## src/design/text_console_writer_defines.svh

```systemverilog
// assertion macros shared by the text console writer modules
// expects clk and rst_n in the scope of every use
`ifndef TEXT_CONSOLE_WRITER_DEFINES_SVH
`define TEXT_CONSOLE_WRITER_DEFINES_SVH

// same-cycle implication, off while in reset
`define TCW_ASSERT(label, ante, cons) \
  label: assert property (@(posedge clk) disable iff (!rst_n) (ante) |-> (cons)) \
    else $error("text console writer check failed");

// next-cycle implication, off while in reset
`define TCW_ASSERT_NEXT(label, ante, cons) \
  label: assert property (@(posedge clk) disable iff (!rst_n) (ante) |=> (cons)) \
    else $error("text console writer check failed");

`endif

```

## src/design/tcw_pkg.sv

```systemverilog
// shared constants, types and helper functions of the text console writer
// no dependencies; the design files refer to it by scoped names, the bench files import it
package tcw_pkg;

  // screen geometry
  localparam int COLUMNS   = 80;
  localparam int ROWS      = 25;
  localparam int TAB_WIDTH = 8;

  // field widths
  localparam int CHAR_W = 8;
  localparam int ATTR_W = 8;
  localparam int COL_W  = 7;
  localparam int ROW_W  = 5;
  localparam int CELL_W = CHAR_W + ATTR_W;
  localparam int TAB_W  = COL_W + 1;

  // cell store
  localparam int CELL_COUNT = ROWS * COLUMNS;
  localparam int ADDR_W     = $clog2(CELL_COUNT);
  localparam logic [CELL_W-1:0] BLANK_CELL = 16'h0700;

  // reset values
  localparam logic [ATTR_W-1:0] ATTR_RESET = 8'h0E;
  localparam logic [ROW_W-1:0]  RESET_ROW  = (17 < ROWS) ? ROW_W'(17) : ROW_W'(ROWS - 1);
  localparam logic [ROW_W-1:0]  LAST_ROW   = ROW_W'(ROWS - 1);

  // command and control byte codes
  localparam logic            CMD_PUT  = 1'b0;
  localparam logic            CMD_READ = 1'b1;
  localparam logic [CHAR_W-1:0] CODE_TAB = 8'd9;
  localparam logic [CHAR_W-1:0] CODE_LF  = 8'd10;
  localparam logic [CHAR_W-1:0] CODE_CR  = 8'd13;

  // classified operations passed from front to back
  localparam int OP_W = 3;
  typedef logic [OP_W-1:0] op_code_t;
  localparam op_code_t OP_READ  = 3'd0;
  localparam op_code_t OP_PRINT = 3'd1;
  localparam op_code_t OP_LF    = 3'd2;
  localparam op_code_t OP_TAB   = 3'd3;
  localparam op_code_t OP_CR    = 3'd4;

  // queue between front and back
  localparam int QUEUE_DEPTH = 2;

  typedef struct packed {
    op_code_t          op;
    logic [CHAR_W-1:0] code;
    logic [ROW_W-1:0]  row;
    logic [COL_W-1:0]  col;
    logic              in_range;
  } tcw_op_t;

  typedef struct packed {
    logic full;
    logic empty;
  } tcw_q_status_t;

  // next tab stop after column x, may reach past the last column
  localparam int TAB_STOPS = COLUMNS / TAB_WIDTH + 1;

  function automatic logic [TAB_W-1:0] next_tab(input logic [COL_W-1:0] x);
    logic [TAB_W-1:0] res;
    logic             found;
    res   = '0;
    found = 1'b0;
    for (int k = 1; k <= TAB_STOPS; k++) begin
      if (!found && (k * TAB_WIDTH > int'(x))) begin
        res   = TAB_W'(k * TAB_WIDTH);
        found = 1'b1;
      end
    end
    return res;
  endfunction

endpackage

```

## src/design/tcw_queue.sv

```systemverilog
// short queue of classified requests between front and back
// depends on tcw_pkg and the assertion macro header
`include "text_console_writer_defines.svh"

module tcw_queue (
  input  logic                   clk,
  input  logic                   rst_n,
  input  logic                   push,
  input  tcw_pkg::tcw_op_t       push_op,
  input  logic                   pop,
  output tcw_pkg::tcw_op_t       pop_op,
  output tcw_pkg::tcw_q_status_t status
);

  localparam int PTR_W = (tcw_pkg::QUEUE_DEPTH > 1) ? $clog2(tcw_pkg::QUEUE_DEPTH) : 1;
  localparam int CNT_W = $clog2(tcw_pkg::QUEUE_DEPTH + 1);
  localparam logic [PTR_W-1:0] PTR_LAST = PTR_W'(tcw_pkg::QUEUE_DEPTH - 1);
  localparam logic [CNT_W-1:0] CNT_FULL = CNT_W'(tcw_pkg::QUEUE_DEPTH);

  tcw_pkg::tcw_op_t  entry_r [tcw_pkg::QUEUE_DEPTH];
  logic [PTR_W-1:0]  wp_r, wp_nxt;
  logic [PTR_W-1:0]  rp_r, rp_nxt;
  logic [CNT_W-1:0]  cnt_r, cnt_nxt;
  logic              do_push, do_pop;

  assign status.full  = (cnt_r == CNT_FULL);
  assign status.empty = (cnt_r == '0);
  assign do_push      = push && !status.full;
  assign do_pop       = pop && !status.empty;
  assign pop_op       = entry_r[rp_r];

  // pointer and fill count update
  always_comb begin
    wp_nxt  = wp_r;
    rp_nxt  = rp_r;
    cnt_nxt = cnt_r;
    if (do_push) begin
      wp_nxt = (wp_r == PTR_LAST) ? '0 : wp_r + 1'b1;
    end
    if (do_pop) begin
      rp_nxt = (rp_r == PTR_LAST) ? '0 : rp_r + 1'b1;
    end
    if (do_push && !do_pop) begin
      cnt_nxt = cnt_r + 1'b1;
    end else if (do_pop && !do_push) begin
      cnt_nxt = cnt_r - 1'b1;
    end
  end

  always_ff @(posedge clk) begin
    if (!rst_n) begin
      wp_r  <= '0;
      rp_r  <= '0;
      cnt_r <= '0;
    end else begin
      wp_r  <= wp_nxt;
      rp_r  <= rp_nxt;
      cnt_r <= cnt_nxt;
    end
  end

  // entry storage
  always_ff @(posedge clk) begin
    if (do_push) begin
      entry_r[wp_r] <= push_op;
    end
  end

  `TCW_ASSERT(a_q_no_overflow, push, !status.full)
  `TCW_ASSERT(a_q_no_underflow, pop, !status.empty)

endmodule

```

## config.mk

```make
export PLATFORM = sky130hd
export DESIGN_NAME = tcw_queue
export DESIGN_NICKNAME = d
export VERILOG_FILES = /design/src/design/tcw_pkg.sv /design/src/design/tcw_queue.sv
export VERILOG_INCLUDE_DIRS = /design/src /design/src/design
export SDC_FILE = /design/constraint.sdc
export NUM_CORES = 1
export LEC_CHECK = 0
export BUFFER_PORTS_ARGS = -buffer_cell sky130_fd_sc_hd__buf_2
export CAP_MARGIN = 20
export CELL_PAD_IN_SITES_DETAIL_PLACEMENT = 1
export CELL_PAD_IN_SITES_GLOBAL_PLACEMENT = 2
export CORE_MARGIN = 3
export CORE_UTILIZATION = 25
export DETAILED_ROUTE_END_ITERATION = 8
export PLACE_DENSITY_LB_ADDON = 0.1
export SYNTH_ARGS = -nofsm -noshare
export SYNTH_HDL_FRONTEND = slang
export SYNTH_SLANG_ARGS = --single-unit
```

## constraint.sdc

```tcl
create_clock -name clk -period 6.3 [get_ports clk]
set_input_delay 1.26 -clock clk [delete_from_list [all_inputs] [get_ports clk]]
set_output_delay 1.26 -clock clk [all_outputs]
set_load 0.05 [all_outputs]
```

Word level (Yosys, flattened, before mapping)
Memory sizes are Yosys's and may differ from the RTL's. A register that Yosys moved wholly into a read port is not among the register bits.
Cells that the tools add are included.
- multiplexer cells: 8
- add/subtract/negate cells: 4
- reductions and logical operators: 10
- eq/ne operators: 1
- operators by type and width (kind ; number):
    $mux W1 ; 6
    $logic_and A1 B1 Y1 ; 4
    $logic_not A1 Y1 ; 4
    $mux W2 ; 2
    $add A1 B1 Y1 const B ; 2
    $add A2 B1 Y2 const B ; 1
    $eq A2 B2 Y1 const B ; 1
    $logic_not A2 Y1 ; 1
    $reduce_bool A2 Y1 ; 1
    $sub A2 B1 Y2 const B ; 1
- memories kept: 1
- flip-flop bits (word level): 4
- memory bits (writable): 48
- memory list (memory ; words ; width ; rd ports ; clocked after memory_dff ; write ports ; line ; source):
    entry_r ; 2 ; 24 ; 1 ; 1 ; 1 ; tcw_queue.sv:20 ; tcw_pkg::tcw_op_t entry_r [tcw_pkg::QUEUE_DEPTH];

Depth between registers and ports, before layout
Gate-level depths: netlist of run 1.
- word-level depth: 7
- mapped depth: 7

Least setup slack after synthesis of run 1
OpenSTA, ideal clock, no wires.
- kind: in2reg
- start point: input port push
- end point: memory entry_r[0][0] (netlist bit), enable pin
- arrival time: 2.332 ns
- path slack: 3.565 ns
- buffers on the path: 0
- stages: 2
- path through: inv_1 > nor3_2
- longest elaborated chain between the ends: 3
- RTL lines (item ; line ; source):
    start: declaration ; tcw_queue.sv:8 ; input logic push,
    $logic_and A1 B1 Y1 ; tcw_queue.sv:28 ; assign do_push = push && !status.full;
    $mux W1 ; tcw_queue.sv:64 ; if (do_push) begin
    $mux W1 (implied by the code) ; tcw_queue.sv:65 ; entry_r[wp_r] <= push_op;
    end: declaration ; tcw_queue.sv:20 ;
Every way passes these cells.

==> results.md, run 1 <==
- The cell internal power dissipation is approximately 0.65 mW.
- The H-tree was split into 2 levels.
- The total routing usage reported by global routing is about 9.1%.
- The share of power burned in registers is around 43%.
- The placed standard-cell area is between 2000 and 2500 µm².
- The most common cell in the synthesized netlist is edfxtp_1.
- The layout-stage area growth over the synthesis result is 25.3%.
- The cell taking the most area after synthesis is edfxtp_1.
- The count of flip-flops with a built-in enable after synthesis is 48.
- The die boundary width is about 95 µm.
- The post-route clock skew is roughly 5.8 ps.
- The total vias in the final route is 1,062.
- Cells with a size suffix above 1 make up roughly 56% of the layout.
- The overall die area is 8940 µm².
- The startpoint-to-endpoint class of the critical path is register to primary output.
- VDD sags by at most 0.000155 V.
- In this run the tool buffered the top-level ports with 53 buffer cells.
- In this run the biggest area consumer among cell types represents 73.5% of the synthesized area.
- The number of hold violations in the final report is 0.
- Along the worst path, the maximum fanout reaches 14.
- The sequential share of the synthesized area is about four fifths.
- The number of register bits inferred by synthesis is 53.
- The initial cell density of the core is 26.3%.
- Summed over all cells, the static leakage comes to slightly above 0.9 nW.
- The iteration count of the initial detailed-routing pass is 4.
- The post-DP HPWL is ~2.6 mm.
- The total number of nets in the final design is approximately 190.
- Adding up every negative setup slack in the final design gives 0 ps.
- Entering global routing, the biggest net connects 26 pins.
- Setup repair after global routing left no endpoint under its margin.
- A synthesized cell averages about 20 µm².
- Dividing the detail-routed via count by the number of cells gives approximately 4.
- The switching share of power is around two fifths.
- The average wire per standard cell is between 10 and 15 µm.
- The flow ran to the end, and the final reports show no timing, DRC or antenna violations.
- The startpoint identified for the worst register-to-register timing path is cnt_r[0].
- The first-pass GRT wire length is between 6 and 7 mm.
- Of all flip-flops after synthesis, the portion carrying an async set or reset was 0%.
- The number of antenna violations at the first check in global routing is 0.
- The final count of pins violating max slew is 0.
- The CTS tree is yes.
- The height of the die is between 90 and 100 µm.
- The number of gates resized after CTS is 0.
- The maximum clock path buffer count is 2.
- The total area inside the core boundary comes to roughly 7400 µm².
- The mapped netlist covers 1960 µm².
- The remaining routing DRC violations is 0.
- STA classifies the critical path endpoint as a primary output.
- The netlist uses 20 different library cells.
- The number of hold buffers added after CTS was 0.
- The insertion delay to the later sink of the worst-skew pair is roughly 300 ps.
- For this block, the routed nets add up to between 3 and 4 mm of wire.
- The class of the tightest hold or removal check is register to register.
- The clock tree root buffer cell is clkbuf_8.
- Global routing finished with a remaining overflow of 0.
- Across the run, the number of max-cap violations was 0.
- The maximum single-stage delay on the critical path is approximately 700 ps.
- The switching power total is approximately 0.44 mW.
- The master of the slowest instance on the critical path is dfxtp_1.
- At the pin with the least slew margin, the transition time is ~580 ps.
- The number of rows in the core area is 31.
- Yosys printed 0 warnings.
- When the netlist entered floorplanning its net count stood at 129.
- The global placement routability congestion is 0.603.
- For the finished layout, the period the worst path requires is between 3000 and 4000 ps.
- Data arrives at the worst endpoint at approximately 1800 ps.
- 54 I/O pins were placed.
- The maximum frequency from static timing analysis is between 0.3 and 0.4 GHz.
- The post-route fraction of the period consumed by the critical path is roughly half.
- Counting instances in the post-synthesis netlist gives the leading cell types as 48 x edfxtp_1, 24 x mux2_2, 5 x dfxtp_1.
- The areal power density over the cells is about 440 nW/µm².
- The final instance area is around 2500 µm².
- The clock network fraction of design power is between 10% and 20%.
- The count of clock tree sinks is 53.
- By area the synthesized netlist is led by edfxtp_1 74%, mux2_2 14%, dfxtp_1 5.1%, and2_1 0.96%, xnor2_1 0.89%.
- Once detail routing completed, the nets flagged for antenna violations numbered 0.
- The number of global-route vias before repair was 1,213.
- The number of buffers created by CTS is 5.
- After clock tree synthesis, the setup repair step added 0 buffers.
- Counting every instance in the synthesized netlist gives 100.
- Setup violations remaining at the end of the flow were counted as 0.
- The worst hold path begins at cnt_r[1].
- Traced cell by cell, the critical path runs through buf_8 > mux2_2 > buf_2.
- The first-iteration detailed-routing DRC count is 55.
- STA classifies the critical path startpoint as a register.
- The worst pin sits at a relative slew slack of 61.5%.
- The required time at the endpoint of the critical path is approximately 5000 ps.
- The top flip-flop cell by instance count after synthesis is edfxtp_1.
- The clock-pin transition on the worst setup and hold timing paths is about 90 ps.
- The share of total power dissipated in combinational logic is between 30 and 40%.
- The number of antenna diodes in the final layout is 0.
-- worst paths after layout --
check	to	slack, ps	depth (start not counted)
hold reg to reg	cnt_r[1]	560	2
setup / recovery	pop_op[21]	3240	3
hold / removal	cnt_r[1]	560	2
setup reg to reg	cnt_r[1]	4620	6
-- power groups by stage --
stage / Sequential [mW] / Clock, mW / Combinational, mW
after global routing: 0.478 / 0.206 / 0.463
after CTS: 0.486 / 0.193 / 0.425
after floorplan: 0.464 / 0 / 0.348
final: 0.472 / 0.183 / 0.435
after global placement: 0.490 / 0 / 0.418
after detailed placement: 0.494 / 0 / 0.424
-- metrics by stage --
| stage | util [%] | hold WS [ps] | cells | power [mW] | setup WS, ps |
|---|---|---|---|---|---|
| 3_5_place_dp | 31.6 | 546 | 251 | 0.918 | 3250 |
| 6_report | 33.0 | 561 | 260 | 1.09 | 3240 |
| 3_3_place_gp | 31.6 | 504 | 251 | 0.908 | 3300 |
| 5_1_grt | 33.0 | 581 | 260 | 1.15 | 3100 |
| 4_1_cts | 32.8 | 557 | 259 | 1.10 | 2880 |
| 2_1_floorplan | - | 483 | 100 | 0.813 | 3570 |
-- logic make-up (layout without fill, tap and decap cells) --
| family | Yosys count | in the layout | synth area share, % |
|---|---|---|---|
| adders and majority gates | 1 | 1 | 0.638 |
| buffers and inverters | 5 | 66 | 1.15 |
| and+or+nand+nor | 9 | 9 | 2.81 |
| AOI/OAI and AO/OA | 5 | 5 | 1.66 |
| xor gates and xnor gates | 3 | 3 | 1.34 |
| muxes | 24 | 24 | 13.8 |
| DFF | 53 | 53 | 78.6 |
-- registers in the layout (all words and copies together) (netlist names), named ones only --
| signal | count |
|---|---|
| cnt_r | 2 |
| rp_r | 1 |
| entry_r | 48 |
| wp_r | 1 |
-- layer usage --
metal / track usage, % / share of wire [%]
met5: 0 / 0
met3: 3.51 / 5.8
met4: 4.21 / 1.1
met1: 9.91 / 40
met2: 15.7 / 53
-- layout make-up --
cell class | instances | area, µm²
Clock inverter | 3 | 17.5
Inverter | 2 | 7.51
Clock buffer | 5 | 68.8
Tap cell | 99 | 124
Multi-Input combinational cell | 42 | 403
Fill cell | 791 | 4990
Timing Repair Buffer | 56 | 295
Sequential cell | 53 | 1540
-- worst max-delay path, delay by kind of cell (launching register included) --
family / cells / cell delay (ps)
DFF: 1 / 700
buffers and inverters: 2 / 450
muxes: 1 / 350
-- cell usage in the layout (no fill, tap or decap) --
master,Yosys,final
dfxtp_1,5,5
buf_8,0,1
inv_1,1,1
o21ai_1,1,1
and2_1,3,3
o21ai_0,1,1
edfxtp_1,48,48
a21boi_0,1,1
and3_1,1,1
buf_2,3,53
clkbuf_8,0,5
nand2b_1,1,1
inv_2,1,1
o21a_1,1,1
clkinv_2,0,2
xor2_1,1,1
buf_4,0,2
xnor2_1,2,2
nor3_4,0,1
mux2_2,24,24
clkinvlp_4,0,1
a21boi_1,1,1
nor2_1,2,2
or3_1,1,1
ha_1,1,1
(Power assumes the default switching activity.)
==> run 2, diff against run 1 <==
ABC_AREA = 1   (was default)
clock period = 2.6 ns   (was 6.3 ns; I/O delays follow)
==> run 2 against run 1 <==
  * Die area grew 5.8%
  * Sequential share of layout area decreased by 3.3 points
  * Core utilization down 0.082 points
  * Critical path depth unchanged
  * Final cell count is 6.9% higher
  * Register-to-register slack worse by 3600 ps
  * Clock-buffer cell count unchanged
  * Synthesized area increased by 6.3%
  * Routed wire length grew 3.3%
  * Synthesized cell count up 13%
  * Sequential power increased by 140%
==> results.md, run 2 <==
- The slowest stage of the critical path is the dfxtp_2 cell.
- The tree built by TritonCTS fans out to between 50 and 60 sinks.
- After synthesis, the largest family of logic cells by area is multiplexers.
- For this block, the via count after detailed routing is ~1,100.
- The congestion estimate from routability-driven global placement came to roughly 0.64.
- The terminating pin of the worst hold path is entry_r[0][19].
- The number of setup violations in the final report is 0.
- For this design the total switching power over the nets is between 1 and 1.5 mW.
- The dominant cell by count in the synthesized netlist is edfxtp_1.
- The count of input and output buffers is 53.
- For the worst flop-to-flop path, the logic depth is 9.
- The biggest area contributor in the post-synthesis netlist is edfxtp_1.
- The global-route congestion overflow total is 0.
- The largest registers in the layout are entry_r: 48 flops, cnt_r: 2 flops.
- The floorplan step defined a die boundary enclosing 9460 µm².
- Registers are responsible for a little over two fifths of the overall power.
- In this run the biggest area consumer among cell types represents between 60 and 70% of the synthesized area.
- The commonest non-fill, non-tap cell in the layout is buf_2.
- The number of buffers inserted for hold repair after clock tree synthesis is 0.
- The number of buffers created by CTS is 5.
- The library cells used most frequently in the layout, excluding fill and tap cells, are 53 x buf_2, 48 x edfxtp_1, 20 x mux2_4, 9 x inv_1, 9 x nor2_1.
- The synthesized-area fraction occupied by ao, oa, aoi and oai cells is 1.14%.
- The busiest layer in global routing is met2.
- The clock tree root buffer cell is clkbuf_8.
- The post-route netlist has approximately 53% of its cells at a drive strength greater than 1.
- For this run, the post-layout net count is between 200 and 250.
- By count the netlist is led by 48 x edfxtp_1, 20 x mux2_4, 11 x nor2_1.
- The post-route setup TNS is 0 ps.
- Traced cell by cell, the critical path runs through buf_12 > mux2_4 > buf_2.
- The required time at the endpoint of the critical path is around 2100 ps.
- At the later pin of the worst-skew pair, clock insertion delay measures around 300 ps.
- The setup fix buffers added after clock tree synthesis is 0.
- The number of cells in the design after placement is 270.
- The number of gates resized after CTS is 0.
- The post-route fraction of the period consumed by the critical path is 83.3%.
- Measured against its own limit, the worst slew margin works out to between 70% and 80%.
- The number of register bits inferred by synthesis is between 50 and 60.
- The register with the most flip-flops in the final layout is entry_r.
- The mean number of vias per cell is a little over 4.
- The largest delay contributor family on the critical path is flip-flops.
- The combinational power share is a little under two fifths.
- The post-route clock skew is about 9.5 ps.
- The share of the synthesized netlist area taken by xor and xnor gates is 0%.
- The pin count of the biggest net entering global routing is 18.
- For the worst setup path, the data arrival time is 1650 ps.
- The multiplexer fraction of the synthesized cell area is around 17%.
- The number of global-route vias before repair is between 1,000 and 1,500.
- The post-synthesis adder-cell area fraction is less than 1%.
- The post-DP HPWL is roughly 3 mm.
- The total routing usage reported by global routing is under 10%.
- The clock network fraction of design power is 20.3%.
- The clock-pin transition on the worst setup and hold timing paths is 100 ps.
- Net switching is between 30% and 40% of the power.
- The average size of a mapped cell is between 15 and 20 µm².
- The die boundary width is 97.3 µm.
- VDD sags by at most just over 0.0003 V.
- The simple logic cell fraction of the synthesized area is under 10%.
- The startpoint identified for the worst register-to-register timing path is cnt_r[1].
- For this run, asynchronously set or reset flops after synthesis account for 0%.
- For met1 alone, demand over resource in global routing was under 10%.
- The reg2reg setup slack is between 1000 and 1500 ps.
- The first global-routing pass estimated between 6 and 7 mm of wire.
- Global routing used under 10% of the available met3 tracks.
- The number of nets handed over by synthesis was around 140.
- By startpoint and endpoint, the worst setup path is classified as register to primary output.
- Yosys printed 0 warnings.
- The diode insertion count for antenna repair is 0.
- The synthesized netlist occupies a cell area of approximately 2100 µm².
- The number of antenna violations at the first check in global routing is 0.
- The maximum frequency from static timing analysis is 0.462 GHz.
- Counting instances, the worst hold path has a depth of 1.
- The layout-stage area growth over the synthesis result is 24.6%.
- CTS built an H-tree with a depth of 2.
- Sorting the synthesized cells by area gives the leading types as edfxtp_1 69%, mux2_4 14%, dfxtp_1 4.8%, mux2_2 2.2%, nor2_1 2.0%.
- The reported leakage power is approximately 1.0 nW.
- Global routing used between 10% and 20% of the available met2 tracks.
- After the first detailed-routing iteration, the DRC count stood at 19.
- The top flip-flop cell by instance count after synthesis is edfxtp_1.
- The register with the most flip-flops in the layout has between 40 and 50 of them.
- The worst path buffer plus inverter count is 2.
- Measured on the finished design, the core utilization comes to around a third.
- The run finished with clean final reports.
- The post-route minimum period is 2170 ps.
- After detailed routing, the number of remaining DRC violations is 0.
- The number of antenna-violating nets in the routed design is 0.
- The average wire per standard cell is between 10 and 15 µm.
- The maximum single-stage delay on the critical path is 590 ps.
- For the pin with the worst max-slew slack, the measured transition is 398 ps.
- The maximum clock path buffer count is 2.
- The first TritonRoute pass finished after 3 iterations.
- The fill cell total of the finished layout is between 800 and 900.
- The area of the core is about 7900 µm².
- The start point of the worst hold path is push_op[19].
- The number of rows in the core area is 32.
- Setup repair after global routing left no endpoint under its margin.
- For this block, the routed nets add up to 3.96 mm of wire.
- In this run the worst path has a maximum fanout of 14.
- In this run the power density over the cells is approximately 1100 nW/µm².
- The final count of pins violating max slew is 0.
- Across the run, the number of max-cap violations was 0.
- The cell internal power dissipation is between 1.5 and 2 mW.
- STA classifies the critical path endpoint as a primary output.
- The count of unique library cells instantiated by Yosys is 15.
- The number of hold violations in the final report came to 0.
- TritonCTS built the clock tree.
- The I/O pin total is 54.
- The tightest min-delay check is of the primary input to register type.
- The launching element type of the critical path is a register.
- The number of standard cells in the final layout excluding fillers is roughly 280.
- The height of the die is around 97 µm.
- The initial utilization of the core area, before any placement, comes to 26.4%.
- Sequential elements use 74.0% of the synthesized area.
- The synthesized instance count is 113.
- In this run the critical register-to-register path is captured at cnt_r[1].
- The count of flip-flops with a built-in enable after synthesis is 48.
## run 2: changes by cell type after synthesis, sizes merged, moves of 2 or more
cell	before	now
and2	3	0
a21boi	2	0
nor2	2	11
inv	2	9
nand2	0	6
xnor2	2	0
## run 2: worst max path at each step
stage | startpoint | end | slack [ps] | cells past startpoint
after CTS | register | pop_op[17] | 400 | 3
after detailed placement | register | pop_op[17] | 750 | 3
after floorplan | push | entry_r[1][0] | 580 | 2
after global routing | register | pop_op[5] | 370 | 3
after global placement | register | pop_op[5] | 770 | 3
final | register | pop_op[5] | 430 | 3
## run 2: final cells by class
cell class	instances	area, µm²	share of cell area (%)
clock buffers	5	68.8	2.65
multi-input cells	48	462	17.8
repair buffers	58	315	12.1
well taps	102	128	4.92
clock inverters	3	46.3	1.78
flip-flops and latches	53	1540	59.4
inverters	9	33.8	1.30
## run 2: per-layer routing
| layer | share of wire, % | vias up |
|---|---|---|
| met4 | 0.73 | 0 |
| met1 | 42 | 556 |
| met2 | 52 | 34 |
| met3 | 5.0 | 4 |
| met5 | 0 | - |
| li1 | - | 533 |
## run 2: logic make-up (layout without fill, tap and decap cells)
logic type | Yosys count | in the layout
AOI/OAI and AO/OA | 4 | 4
adders and majority gates | 1 | 1
buffers and inverters | 12 | 75
DFF | 53 | 53
muxes | 24 | 24
and+or+nand+nor | 19 | 19
## run 2: metrics by stage
step | cell area (µm²) | hold WS [ps] | power [mW] | setup slack (ps)
CTS | 2600 | 386 | 2.79 | 400
global placement | 2480 | 479 | 2.19 | 770
global route | 2600 | 379 | 2.86 | 369
detailed placement | 2480 | 505 | 2.23 | 749
finish | 2600 | 403 | 2.74 | 435
floorplan | 2080 | 467 | 2.01 | 585
## run 2: power by group through the flow
stage               Sequential [mW]  Combinational, mW  Clock (mW)
detailed placement             1.17               1.05           0
floorplan                      1.13              0.873           0
global placement               1.16               1.03           0
CTS                            1.15               1.05       0.583
finish                         1.15               1.03       0.555
global route                   1.16               1.09       0.605
## run 2: worst register-to-register path: stages (launching register included)
cell and delay [ps]:
dfxtp_1 360, inv_1 80, o21ai_2 250, inv_1 100, ha_1 330, inv_1 80
nand3_1 90, nand2_1 60, inv_1 40, nor2_1 90
