`config.mk`:
```
export PLATFORM = sky130hd
export DESIGN_NAME = tcw_front_flat
export DESIGN_NICKNAME = d
export VERILOG_FILES = /design/src/design/text_console_writer_defines.svh /design/src/design/tcw_pkg.sv /design/src/design/tcw_ifs.sv /design/src/design/tcw_front.sv /design/src/flat_wrapper.sv
export SDC_FILE = /design/constraint.sdc
export NUM_CORES = 1
export LEC_CHECK = 0
export ABC_AREA = 1
export ABC_CLOCK_PERIOD_IN_PS = 800
export BUFFER_PORTS_ARGS = -buffer_cell sky130_fd_sc_hd__buf_2
export CAP_MARGIN = 10
export CELL_PAD_IN_SITES_DETAIL_PLACEMENT = 1
export CELL_PAD_IN_SITES_GLOBAL_PLACEMENT = 1
export CORE_MARGIN = 2
export CORE_UTILIZATION = 14
export DETAILED_ROUTE_END_ITERATION = 12
export GPL_ROUTABILITY_DRIVEN = 0
export PLACE_DENSITY = 0.75
export SYNTH_ARGS = -nofsm -noshare
export SYNTH_HDL_FRONTEND = slang
export SYNTH_SLANG_ARGS = --single-unit
```
`constraint.sdc`:
```
create_clock -name vclk -period 0.8
set_input_delay 0.04 -clock vclk [all_inputs]
set_output_delay 0.04 -clock vclk [all_outputs]
set_load 0.05 [all_outputs]
```
`src/design/text_console_writer_defines.svh`:
```
// assertion macros shared by the text console writer modules
// expects clk and rst_n in the scope of every use
`ifndef TEXT_CONSOLE_WRITER_DEFINES_SVH
`define TEXT_CONSOLE_WRITER_DEFINES_SVH

// same-cycle implication, off while in reset
`define TCW_ASSERT(label, ante, cons) \
  label: assert property (@(posedge clk) disable iff (!rst_n) (ante) |-> (cons)) \
    else $error("text console writer check failed");

// next-cycle implication, off while in reset
`define TCW_ASSERT_NEXT(label, ante, cons) \
  label: assert property (@(posedge clk) disable iff (!rst_n) (ante) |=> (cons)) \
    else $error("text console writer check failed");

`endif

```
`src/design/tcw_pkg.sv`:
```
// shared constants, types and helper functions of the text console writer
// no dependencies; the design files refer to it by scoped names, the bench files import it
package tcw_pkg;

  // screen geometry
  localparam int COLUMNS   = 80;
  localparam int ROWS      = 25;
  localparam int TAB_WIDTH = 8;

  // field widths
  localparam int CHAR_W = 8;
  localparam int ATTR_W = 8;
  localparam int COL_W  = 7;
  localparam int ROW_W  = 5;
  localparam int CELL_W = CHAR_W + ATTR_W;
  localparam int TAB_W  = COL_W + 1;

  // cell store
  localparam int CELL_COUNT = ROWS * COLUMNS;
  localparam int ADDR_W     = $clog2(CELL_COUNT);
  localparam logic [CELL_W-1:0] BLANK_CELL = 16'h0700;

  // reset values
  localparam logic [ATTR_W-1:0] ATTR_RESET = 8'h0E;
  localparam logic [ROW_W-1:0]  RESET_ROW  = (17 < ROWS) ? ROW_W'(17) : ROW_W'(ROWS - 1);
  localparam logic [ROW_W-1:0]  LAST_ROW   = ROW_W'(ROWS - 1);

  // command and control byte codes
  localparam logic            CMD_PUT  = 1'b0;
  localparam logic            CMD_READ = 1'b1;
  localparam logic [CHAR_W-1:0] CODE_TAB = 8'd9;
  localparam logic [CHAR_W-1:0] CODE_LF  = 8'd10;
  localparam logic [CHAR_W-1:0] CODE_CR  = 8'd13;

  // classified operations passed from front to back
  localparam int OP_W = 3;
  typedef logic [OP_W-1:0] op_code_t;
  localparam op_code_t OP_READ  = 3'd0;
  localparam op_code_t OP_PRINT = 3'd1;
  localparam op_code_t OP_LF    = 3'd2;
  localparam op_code_t OP_TAB   = 3'd3;
  localparam op_code_t OP_CR    = 3'd4;

  // queue between front and back
  localparam int QUEUE_DEPTH = 2;

  typedef struct packed {
    op_code_t          op;
    logic [CHAR_W-1:0] code;
    logic [ROW_W-1:0]  row;
    logic [COL_W-1:0]  col;
    logic              in_range;
  } tcw_op_t;

  typedef struct packed {
    logic full;
    logic empty;
  } tcw_q_status_t;

  // next tab stop after column x, may reach past the last column
  localparam int TAB_STOPS = COLUMNS / TAB_WIDTH + 1;

  function automatic logic [TAB_W-1:0] next_tab(input logic [COL_W-1:0] x);
    logic [TAB_W-1:0] res;
    logic             found;
    res   = '0;
    found = 1'b0;
    for (int k = 1; k <= TAB_STOPS; k++) begin
      if (!found && (k * TAB_WIDTH > int'(x))) begin
        res   = TAB_W'(k * TAB_WIDTH);
        found = 1'b1;
      end
    end
    return res;
  endfunction

endpackage

```
`src/design/tcw_ifs.sv`:
```
// valid/ready channel interfaces for the request and result sides
// depends on tcw_pkg for field widths
interface tcw_in_if;
  logic                       valid;
  logic                       ready;
  logic                       cmd;
  logic [tcw_pkg::CHAR_W-1:0] char_code;
  logic [tcw_pkg::ROW_W-1:0]  cell_row;
  logic [tcw_pkg::COL_W-1:0]  cell_col;

  modport source (output valid, cmd, char_code, cell_row, cell_col, input ready);
  modport sink   (input valid, cmd, char_code, cell_row, cell_col, output ready);
endinterface


```
`src/design/tcw_front.sv`:
```
// front end: takes requests, classifies them and range-checks read addresses
// depends on tcw_pkg and tcw_ifs; feeds tcw_queue
module tcw_front (
  tcw_in_if.sink                 in_ch,
  input  tcw_pkg::tcw_q_status_t q_status,
  output logic                   q_push,
  output tcw_pkg::tcw_op_t       q_op
);

  // take a request whenever the queue has room
  assign in_ch.ready = !q_status.full;
  assign q_push      = in_ch.valid && !q_status.full;

  // decode the command and control bytes
  always_comb begin
    q_op.code     = in_ch.char_code;
    q_op.row      = in_ch.cell_row;
    q_op.col      = in_ch.cell_col;
    q_op.in_range = (int'(in_ch.cell_row) < tcw_pkg::ROWS) &&
                    (int'(in_ch.cell_col) < tcw_pkg::COLUMNS);
    if (in_ch.cmd == tcw_pkg::CMD_READ) begin
      q_op.op = tcw_pkg::OP_READ;
    end else begin
      unique case (in_ch.char_code)
        tcw_pkg::CODE_LF:  q_op.op = tcw_pkg::OP_LF;
        tcw_pkg::CODE_TAB: q_op.op = tcw_pkg::OP_TAB;
        tcw_pkg::CODE_CR:  q_op.op = tcw_pkg::OP_CR;
        default:           q_op.op = tcw_pkg::OP_PRINT;
      endcase
    end
  end

endmodule

```
`src/flat_wrapper.sv`:
```
// flat-port wrapper written by rule: the top's interface ports become plain ports
module tcw_front_flat 
  (q_status, q_push, q_op, in_ch_valid, in_ch_cmd, in_ch_char_code, in_ch_cell_row, in_ch_cell_col, in_ch_ready);
  tcw_in_if in_ch_i ();
  input  tcw_pkg::tcw_q_status_t q_status;
  output logic q_push;
  output tcw_pkg::tcw_op_t q_op;
  input wire logic [$bits(in_ch_i.valid)-1:0] in_ch_valid;
  input wire logic [$bits(in_ch_i.cmd)-1:0] in_ch_cmd;
  input wire logic [$bits(in_ch_i.char_code)-1:0] in_ch_char_code;
  input wire logic [$bits(in_ch_i.cell_row)-1:0] in_ch_cell_row;
  input wire logic [$bits(in_ch_i.cell_col)-1:0] in_ch_cell_col;
  output wire logic [$bits(in_ch_i.ready)-1:0] in_ch_ready;
  assign in_ch_i.valid = in_ch_valid;
  assign in_ch_i.cmd = in_ch_cmd;
  assign in_ch_i.char_code = in_ch_char_code;
  assign in_ch_i.cell_row = in_ch_cell_row;
  assign in_ch_i.cell_col = in_ch_cell_col;
  assign in_ch_ready = in_ch_i.ready;
  tcw_front u_core (.in_ch(in_ch_i), .q_status(q_status), .q_push(q_push), .q_op(q_op));
endmodule
```
[Word level (Yosys, flattened, before mapping)]
Index checks and enable logic that the tools add are counted.
Word-level totals
  flip-flop bits (word level): 0
  bits of input ports: 24
  word-level logic and storage cells: 10
Operators by class
  magnitude comparators: 2
  equal/unequal tests: 3
  muxes and demuxes: 2
  reductions and logical operators: 3
Operator list (count)
  equality test 8 x 4 -> 1 bit, second input constant: 3
  case mux 3 bit (3 select lines): 1
  less-than comparator 7 bit, second input constant: 1
  less-than comparator 5 bit, second input constant: 1
  2-to-1 mux 3 bit: 1
  logical AND 1 bit: 2
  zero test 1 bit: 1

[Logic depth before layout (Yosys ltp)]
Gate-level depths: netlist of the first run.
  depth after elaboration: 3
  gate-level depth with buffers: 7

[Worst setup path after synthesis of the first run]
OpenSTA, ideal clock, no wires.
  path type: in2out
  start point: in in_ch_char_code[2]
  end point: out q_op[22] (netlist bit)
  data arrival time: 1011 ps
  slack: -251 ps
  stages on the path: 7
  path buffers: 0
  cell sequence: inv_1 nand2_1 inv_1 nand2_1 nor2_2 a21oi_1 nor2_1
RTL lines
  start: declaration: line flat_wrapper.sv:10  | input wire logic [$bits(in_ch_i.char_code)-1:0] in_ch_char_code;
  end: declaration: line flat_wrapper.sv:7  | output tcw_pkg::tcw_op_t q_op;

==> metrics.md, run 1 <==
| Metric | Value |
|---|---|
| Post-Syn Instances | 56 |
| Die H | 51.27 µm |
| Grt ovf | 0 |
| Final nets | 106 |
| Final wirelength | 881 µm |
| WHS Endpoint | q_op[1] |
| Worst Path Required | 0.76 ns |
| Max Slew Vio Count | 0 |
| Failing checks | setup timing |
| Synth Net Count | 80 |
| Final setup fails | 3 |
| Die area | 2629 µm² |
| Setup WS post-layout | -0.07684 ns |
| CTS Hold Bufs | 0 |
| Residual DRC | 0 |
| Overall power | about 0.00041 W |
| Largest net degree at the start of global routing | 4 |
| Slew @ Worst Pin | 0.2534 ns |
| Syn Area/Cell | roughly 5.6 µm² |
| XOR/XNOR Fraction of Synth Area | 0% |
| Starting DRT DRC Count | 0 |
| Via density | 3.509 |
| Area occupied by registers | 0 µm² |
| Diodes inserted | 0 |
| Crit path DAT | 0.84 ns |
| Register area share after synthesis | 0% |
| Pwr dens | ~740 nW/µm² |
| Critical path capture point type | primary output |
| RSZ-0062 raised after global routing | true |
| Synth Warn # | 0 |
| Synth Area in Compound Gates | 7.200% |
| CLK BUF | 0 |
| Proportion of synthesized area in mux cells | 0% |
| Detailed Place HPWL | between 700 and 800 µm |
| Average wire per standard cell | 8.157 µm |
| Synth cell types | 13 |
| Setup CP Type | in2out |
| Min cycle time layout | 0.8768 ns |
| I/O Pins | 50 |
| Post-Synth Simple-Gate Area | 31.60% |
| Die W | 51.27 µm |
| Final non-filler cell area | 555.5 µm² |
| Setup crit start kind | input port |
| Setup TNS | -0.1753 ns |
| Adder and majority gate portion of the synthesized area | 0% |
| Max VDD drop | ~200 µV |
| Area grow syn2layout | 77.60% |
| Worst Hold Depth | 0 |
| Initial antenna violation count | 0 |
| Outcome | complete, but fails checks |
| Period utilisation layout | 109.6% |
| Placeable Area | 2170 µm² |
| Combinational family with the most area after synthesis | buffers and inverters |
| Leakage | 0.3022 nW |
| GRT Overall Usage | 5.414% |
| Hold crit path type | in2out |
| First-pass GRT wire length | 1.214 mm |
| Max cap viols | 0 |
| Vias in the first global route | approximately 320 |
| Worst slew margin | 83.22% |
| Share of cells above drive strength 1 | between 80 and 90% |
| Hold path startpoint | in_ch_cell_col[0] |
| Post-Syn Area | 312.8 µm² |
| Initial Utilization | 14.42% |
| Initial DRT Pass Iterations | 1 |
| DRT antenna net count | 0 |
| Via Count | 379 |
| Row count | 17 |
| Final hold vios | 0 |
| Fmax achieved | ~1100 MHz |
| Buffers on Ports | 41 |
| Pre-CTS WS | -0.1771 ns |
| Seq cells | 0 |
| Crit-path max FO | 3 |
| Placement Cell Area | ~420 µm² |
==> layout make-up <==
class | count | area (µm²)
repair buffers | 44 | 297.8
inverters | 11 | 41.29
multi-input cells | 25 | 181.4
fillers | 290 | 1614
well taps | 28 | 35.03
==> stage by stage <==
step,hold WS [ns],util [%],instances
6_report,0.08008,25.61,108
5_1_grt,0.08022,25.61,108
4_1_cts,0.08034,23.13,106
3_5_place_dp,0.08034,19.49,106
3_3_place_gp,0.08034,19.49,106
2_1_floorplan,0.1388,-,56
==> cell usage in the layout (no fill, tap or decap) <==
cell | netlist | layout
nor2_4 | 1 | 5
nor3_1 | 1 | 1
nand3_2 | 0 | 1
buf_6 | 0 | 8
buf_2 | 0 | 31
inv_2 | 1 | 7
buf_4 | 20 | 2
clkbuf_4 | 0 | 1
o21ai_0 | 1 | 1
nor2_2 | 2 | 3
nor2_1 | 6 | 1
inv_1 | 10 | 4
buf_8 | 0 | 2
nand2_2 | 2 | 8
a21oi_2 | 0 | 2
o21a_1 | 1 | 1
nand2_1 | 8 | 2
==> how the worst max path moves through the flow <==
stage	to	startpoint	cells past startpoint	slack [ns]
detailed placement	q_op[21]	in_ch_char_code[2]	8	-0.18
global placement	q_op[21]	in_ch_char_code[4]	8	-0.17
floorplan	q_op[22]	in_ch_char_code[2]	7	-0.03
CTS	q_op[21]	in_ch_char_code[7]	8	-0.08
finish	q_op[22]	in_ch_char_code[0]	8	-0.08
global route	q_op[22]	in_ch_char_code[0]	8	-0.14
==> worst max-delay path, cell delays in order <==
cell	delay (ns)
buf_2	0.12
inv_2	0.05
nand2_2	0.06
nor2_4	0.12
buf_4	0.12
a21oi_2	0.05
nor2_2	0.12
buf_6	0.17
==> cell families (layout without fill, tap and decap cells) <==
kind of cell	Yosys count	count (layout)
buffers and inverters	31	55
AO/OA/AOI/OAI	4	4
AND/OR/NAND/NOR	21	21
==> synth_stat cells <==
| cell | number | share of area (%) |
|---|---|---|
| nor2_1 | 6 | 7.2 |
| nor2_2 | 2 | 4.0 |
| nand2_1 | 8 | 9.6 |
| a21oi_1 | 2 | 3.2 |
| o21ai_0 | 1 | 1.6 |
| nand2_2 | 2 | 4.0 |
| o21a_1 | 1 | 2.4 |
| inv_2 | 1 | 1.2 |
| buf_4 | 20 | 48 |
| nor2_4 | 1 | 3.6 |
| nor3_1 | 1 | 1.6 |
| nand3_1 | 1 | 1.6 |
| inv_1 | 10 | 12 |
==> repair_timing <==
action,4_1_cts,5_1_grt
setup buffers,0,2
resized for setup,22,14
endpoints found under the setup margin,3,4
pin swaps,9,7
endpoints found under the hold margin,0,0
==> power breakdown <==
part / internal (W) / leakage (nW) / total (W) / switching [W]
combinational: 0.000126 / 0.302 / 0.000413 / 0.000287
sequential: 0 / 0 / 0 / 0
clock: 0 / 0 / 0 / 0
total: 0.000126 / 0.302 / 0.000413 / 0.000287
==> per-layer routing <==
layer  up-vias  share of wire, %  track usage (%)
met5         -                 0                0
met2        18                61            11.26
met3         0               8.1           0.5848
li1        192                 -                -
met1       169                31            6.140
met4         0                 0                0
Note: power is estimated with default switching activity, not from simulation.
==> run 2: changes to the inputs <==
Settings changed: ABC_CLOCK_PERIOD_IN_PS 800 to 1120, CORE_UTILIZATION 14 to 17, PLACE_DENSITY 0.75 to 0.85.
Clock period 0.8 ns to 1.12 ns, I/O delays scaled along.
==> metrics.md, run 2 (same netlist as run 1, synthesis figures left out) <==
| Metric | Value |
|---|---|
| Outcome | finished, final reports clean |
| Leakage | 0.2677 nW (-11%) |
| First-pass GRT wire length | 1.269 mm (+4.5%) |
| Worst slew margin | 83.23% (about the same) |
| Vias in the first global route | 364 (+13%) |
| Hold crit path type | in2out |
| Fillers | 248 (-14%) |
| Initial DRT Pass Iterations | 3 (+2) |
| Die W | 46.90 µm (-8.5%) |
| CTS Hold Bufs | 0 (unchanged) |
| Setup TNS | 0 ns (+0.1753 ns) |
| M2 GR Usage | 18.63% (+7.4 points) |
| Final nets | 103 (-2.8%) |
| Setup crit start kind | input port |
| Area occupied by registers | 0 µm² (unchanged) |
| Crit-path max FO | 3 (unchanged) |
| Final setup fails | 0 (-3) |
| Max cap viols | 0 (unchanged) |
| Slew @ Worst Pin | 0.2533 ns (-0.0001297 ns) |
| Area grow syn2layout | 27.60% |
| Fmax achieved | roughly 1100 MHz |
| Share of cells above drive strength 1 | 61.04% (-26 points) |
| Initial antenna violation count | 0 (unchanged) |
| Grt ovf | 0 (unchanged) |
| Pwr dens | 637.1 nW/µm² (-14%) |
| Residual DRC | 0 (unchanged) |
| RSZ-0062 raised after global routing | false |
| Final hold vios | 0 (unchanged) |
| I/O Pins | 50 (unchanged) |
| CLK BUF | 0 (unchanged) |
| Grt met1 use | 6.591% (+0.45 points) |
| Detailed Place HPWL | 843.7 µm (+13%) |
| Highest-count cells in the layout ignoring fill and taps | buf_2, inv_1, nand2_1 |
| Die H | 46.90 µm (-8.5%) |
| Die area | 2199 µm² (-16%) |
| Max Slew Vio Count | 0 (unchanged) |
| Placeable Area | 1727 µm² (-20%) |
| Via density | 3.608 (+2.8%) |
| Seq cells | 0 (unchanged) |
| Diodes inserted | 0 (unchanged) |
| Worst Path Required | 1.06 ns (+0.30 ns) |
| GR peak layer | met2 |
| Starting DRT DRC Count | 3 (+3) |
| GRT Overall Usage | 7.626% (+2.2 points) |
| Initial Utilization | 18.12% (+3.7 points) |
| DRT antenna net count | 0 (unchanged) |
| PostCTS Resize Cnt | 0 (-100%) |
| Setup CP Type | in2out |
| Crit path DAT | 0.89 ns (+0.05 ns) |
| Row count | 15 (-2) |
| Final wirelength | 868 µm (-1.5%) |
| Fin Hold WS | 0.1120 ns (+0.03194 ns) |
| Post-CTS setup buffer count | 0 (unchanged) |
| Period utilisation layout | 84.89% |
| Critical path capture point type | primary output |
| Largest net degree at the start of global routing | 4 (unchanged) |
| Met3 usage | 0.3846% (-0.20 points) |
| Buffers on Ports | 41 (unchanged) |
| Min cycle time layout | 0.9508 ns |
| Via Count | 368 (-2.9%) |
| Average wire per standard cell | 8.510 µm (+4.3%) |
| Most common cell after layout, fill and taps aside | buf_2 |
| Worst Hold Depth | 0 (unchanged) |
| Max VDD drop | 146.2 µV (-25%) |
run 2: cell types whose count changed in the layout (fill, tap and decap cells not counted), sizes merged:
cell    delta
clkbuf     -1
buf        -2
run 2: per-layer routing:
metal / wire length [µm] / up-vias
met5: 0 / -
met4: 0 / 0
met3: 178 / 0
met2: 421 / 40
met1: 268 / 142
li1: - / 186
run 2: layout make-up:
cell class	count	area (µm²)	area share, %
multi-input combinational	25	121.4	30.41
tap	25	31.28	7.837
timing repair buffer	41	205.2	51.41
inverter	11	41.29	10.34
run 2: worst max-delay path: stages:
cell	delay, ns
buf_2	0.12
nor2_1	0.10
nand3_1	0.10
nor2_2	0.13
a21oi_1	0.05
nor2_1	0.08
buf_2	0.26
run 2: power breakdown:
group	total, W	internal, W	leakage (nW)	switching [W]
Clock	0	0	0	0
Sequential	0	0	0	0
Combinational	0.000254	0.0000623	0.268	0.000192
Total	0.000254	0.0000623	0.268	0.000192
run 2: path summary, 6_finish.rpt:
kind	startpoint	endpoint	slack [ns]
hold / removal	in_ch_cell_col[3]	q_op[4]	0.11
setup / recovery	in_ch_char_code[5]	q_op[21]	0.17
run 2: metrics by stage:
step / setup WS (ns) / util (%) / std cells / total power (W) / area (µm²)
6_report: 0.1692 / 23.12 / 102 / 0.0002543 / 399.1
5_1_grt: 0.03187 / 23.12 / 102 / 0.0002711 / 399.1
4_1_cts: 0.1535 / 23.12 / 102 / 0.0002569 / 399.1
3_5_place_dp: 0.1535 / 23.12 / 102 / 0.0002566 / 399.1
3_3_place_gp: 0.1663 / 23.12 / 102 / 0.0002521 / 399.1
2_1_floorplan: 0.03715 / - / 56 / 0.0002551 / 312.8
==> run 3: changes to the inputs <==
Settings changed: ABC_AREA 1 to 0, ABC_CLOCK_PERIOD_IN_PS 1120 to 950, CORE_UTILIZATION 17 to 15, PLACE_DENSITY 0.85 to 0.82.
Clock period 1.12 ns to 0.95 ns, I/O delays scaled along.
==> metrics.md, run 3 <==
| Metric | Value |
|---|---|
| Outcome | complete, but fails checks |
| Failing checks | setup timing |
| CP dominant cell by count | buf_6 |
| Fin util | 24.87% (+1.8 points) |
| Max VDD drop | 217.3 µV (+49%) |
| Fmax achieved | 968.1 MHz |
| Synth top area share | 57.97% (+10 points) |
| Largest net degree at the start of global routing | 5 (+1) |
| Leakage | 0.2218 nW (-17%) |
| CP startpoint | in_ch_char_code[5] |
| Period utilisation layout | 108.7% |
| Worst Hold Depth | 0 (unchanged) |
| Post-Syn Instances | 34 (-39%) |
| Fillers | 219 (-12%) |
| Final setup fails | 2 (+2) |
| Area grow syn2layout | 60.39% |
| Vias in the first global route | 254 (-30%) |
| Critical-path cell list | buf_6, nor4_4, nand2_2, buf_4, nor3_4, buf_6 |
| Leading area contributor after synthesis | buf_4 |
| Highest-count cells in the layout ignoring fill and taps | buf_2, buf_6, buf_4 |
| Grt ovf | 0 (unchanged) |
| Area occupied by registers | 0 µm² (unchanged) |
| Critical path capture point type | primary output |
| Die H | 45.56 µm (-2.9%) |
| Syn Area/Cell | 7.618 µm² (+36%) |
| Row count | 15 (unchanged) |
| Detailed Place HPWL | 716.8 µm (-15%) |
| CLK BUF | 0 (unchanged) |
| DRT antenna net count | 0 (unchanged) |
| Average wire per standard cell | 10.48 µm (+23%) |
| Via Count | 285 (-23%) |
| WHS Endpoint | q_op[1] |
| Most common cell after layout, fill and taps aside | buf_2 |
| Synth Net Count | 58 (-28%) |
| Via density | 3.800 (+5.3%) |
| Initial DRT Pass Iterations | 2 (-1) |
| Adder and majority gate portion of the synthesized area | 0% (unchanged) |
| Worst Path Required | 0.90 ns (-0.16 ns) |
| Initial Utilization | 15.51% (-2.6 points) |
| CTS Hold Bufs | 0 (unchanged) |
| Placement Cell Area | 376.6 µm² (-5.6%) |
| First-pass GRT wire length | 1.069 mm (-16%) |
| GRT Overall Usage | 6.548% (-1.1 points) |
| Max cap viols | 0 (unchanged) |
| Placeable Area | 1670 µm² (-3.3%) |
| Hold crit path type | in2out |
| Slew @ Worst Pin | 0.2829 ns (+0.02956 ns) |
| Synth Area in Compound Gates | 9.662% (+2.5 points) |
| Final non-filler cell area | 415.4 µm² (+4.1%) |
| Crit-path max FO | 2 (-1) |
| Worst slew margin | 81.01% (-2.2 points) |
| Proportion of synthesized area in mux cells | 0% (unchanged) |
| Post-Syn Area | 259.0 µm² (-17%) |
| RSZ-0062 raised after global routing | true |
| Pwr dens | 756.9 nW/µm² (+19%) |
| Initial antenna violation count | 0 (unchanged) |
| Diodes inserted | 0 (unchanged) |
| Final nets | 84 (-18%) |
| Top-count cell post-synth | buf_4 |
| Min cycle time layout | 1.033 ns |
| Synth cell types | 14 (+1) |
| Setup WS post-layout | -0.08293 ns (-0.2522 ns) |
| Post-Synth Simple-Gate Area | 27.54% (-4.1 points) |
| Final wirelength | 786 µm (-9.4%) |
| Largest cells by area after synthesis | buf_4, nor4_4, nor4_2 |
| Max Slew Vio Count | 0 (unchanged) |
| Pre-CTS WS | -0.2233 ns (-0.3768 ns) |
| Register area share after synthesis | 0% (unchanged) |
| Critical path's slowest cell | nor4_4 |
| Fin Hold WS | 0.09502 ns (-0.01700 ns) |
| Buffers on Ports | 41 (unchanged) |
| Share of cells above drive strength 1 | 84.48% (+23 points) |
| Seq cells | 0 (unchanged) |
| Die W | 45.56 µm (-2.9%) |
| Setup CP Type | in2out |
| XOR/XNOR Fraction of Synth Area | 3.382% (+3.4 points) |
| Crit path DAT | 0.99 ns (+0.10 ns) |
| Synth cell count leaders | buf_4, o21ai_0 |
| Residual DRC | 0 (unchanged) |
| I/O Pins | 50 (unchanged) |
| Final hold vios | 0 (unchanged) |
| Setup TNS | -0.1563 ns (-0.1563 ns) |
| Die area | 2075 µm² (-5.6%) |
| Synth Warn # | 0 (unchanged) |
| Combinational family with the most area after synthesis | buffers and inverters |
| Setup crit start kind | input port |
| CP max stage delay | 0.30 ns (+0.04 ns) |
| Hold path startpoint | in_ch_cell_col[0] |
| Starting DRT DRC Count | 1 (-2) |
==> run 3: power by group <==
group	internal [W]	switching, W	total (W)
clock	0	0	0
combinational	0.0000856	0.000229	0.000314
sequential	0	0	0
total	0.0000856	0.000229	0.000314
==> run 3: logic make-up (layout without fill, tap and decap cells) <==
family / count (synthesis) / count (layout)
buffers and inverters: 21 / 45
xor gates and xnor gates: 1 / 1
AOI/OAI and AO/OA: 4 / 4
and+or+nand+nor: 8 / 8
==> run 3: routing by layer <==
metal | part of all wire [%] | routed length [µm] | track usage [%]
met1 | 29 | 230 | 6.824
met2 | 63 | 497 | 14.08
met3 | 7.4 | 58 | 0.3968
met4 | 0 | 0 | 0.5882
met5 | 0 | 0 | 0
==> run 3: timing repair <==
item,4_1_cts,5_1_grt
endpoints found under the setup margin,3,2
gates resized for setup,8,0
hold endpoints to repair,0,0
buffers inserted,0,1
pin swaps,1,1
==> run 3: metrics by stage <==
stage,instances,total power (W)
after CTS,74,0.0003158
after detailed placement,74,0.0003062
after floorplan,34,0.0002919
after global placement,74,0.0003005
final,75,0.0003144
after global routing,75,0.0003279
==> run 3: worst max-delay path: cells and delay by family <==
family	cells	cell delay [ns]
simple gates	3	0.52
buf+inv	3	0.43
==> run 3: area by class of cell <==
class	count	area (µm²)	share of cell area (%)
tap	17	21.27	5.120
timing repair buffer	44	259.0	62.35
multi-input combinational	13	131.4	31.63
inverter	1	3.754	0.9036
==> run 3: worst max path at each step <==
| stage | to |
|---|---|
| after floorplan | q_op[22] |
| after global placement | q_op[22] |
| after detailed placement | q_op[22] |
| after CTS | q_op[22] |
| after global routing | q_op[22] |
| final | q_op[23] |
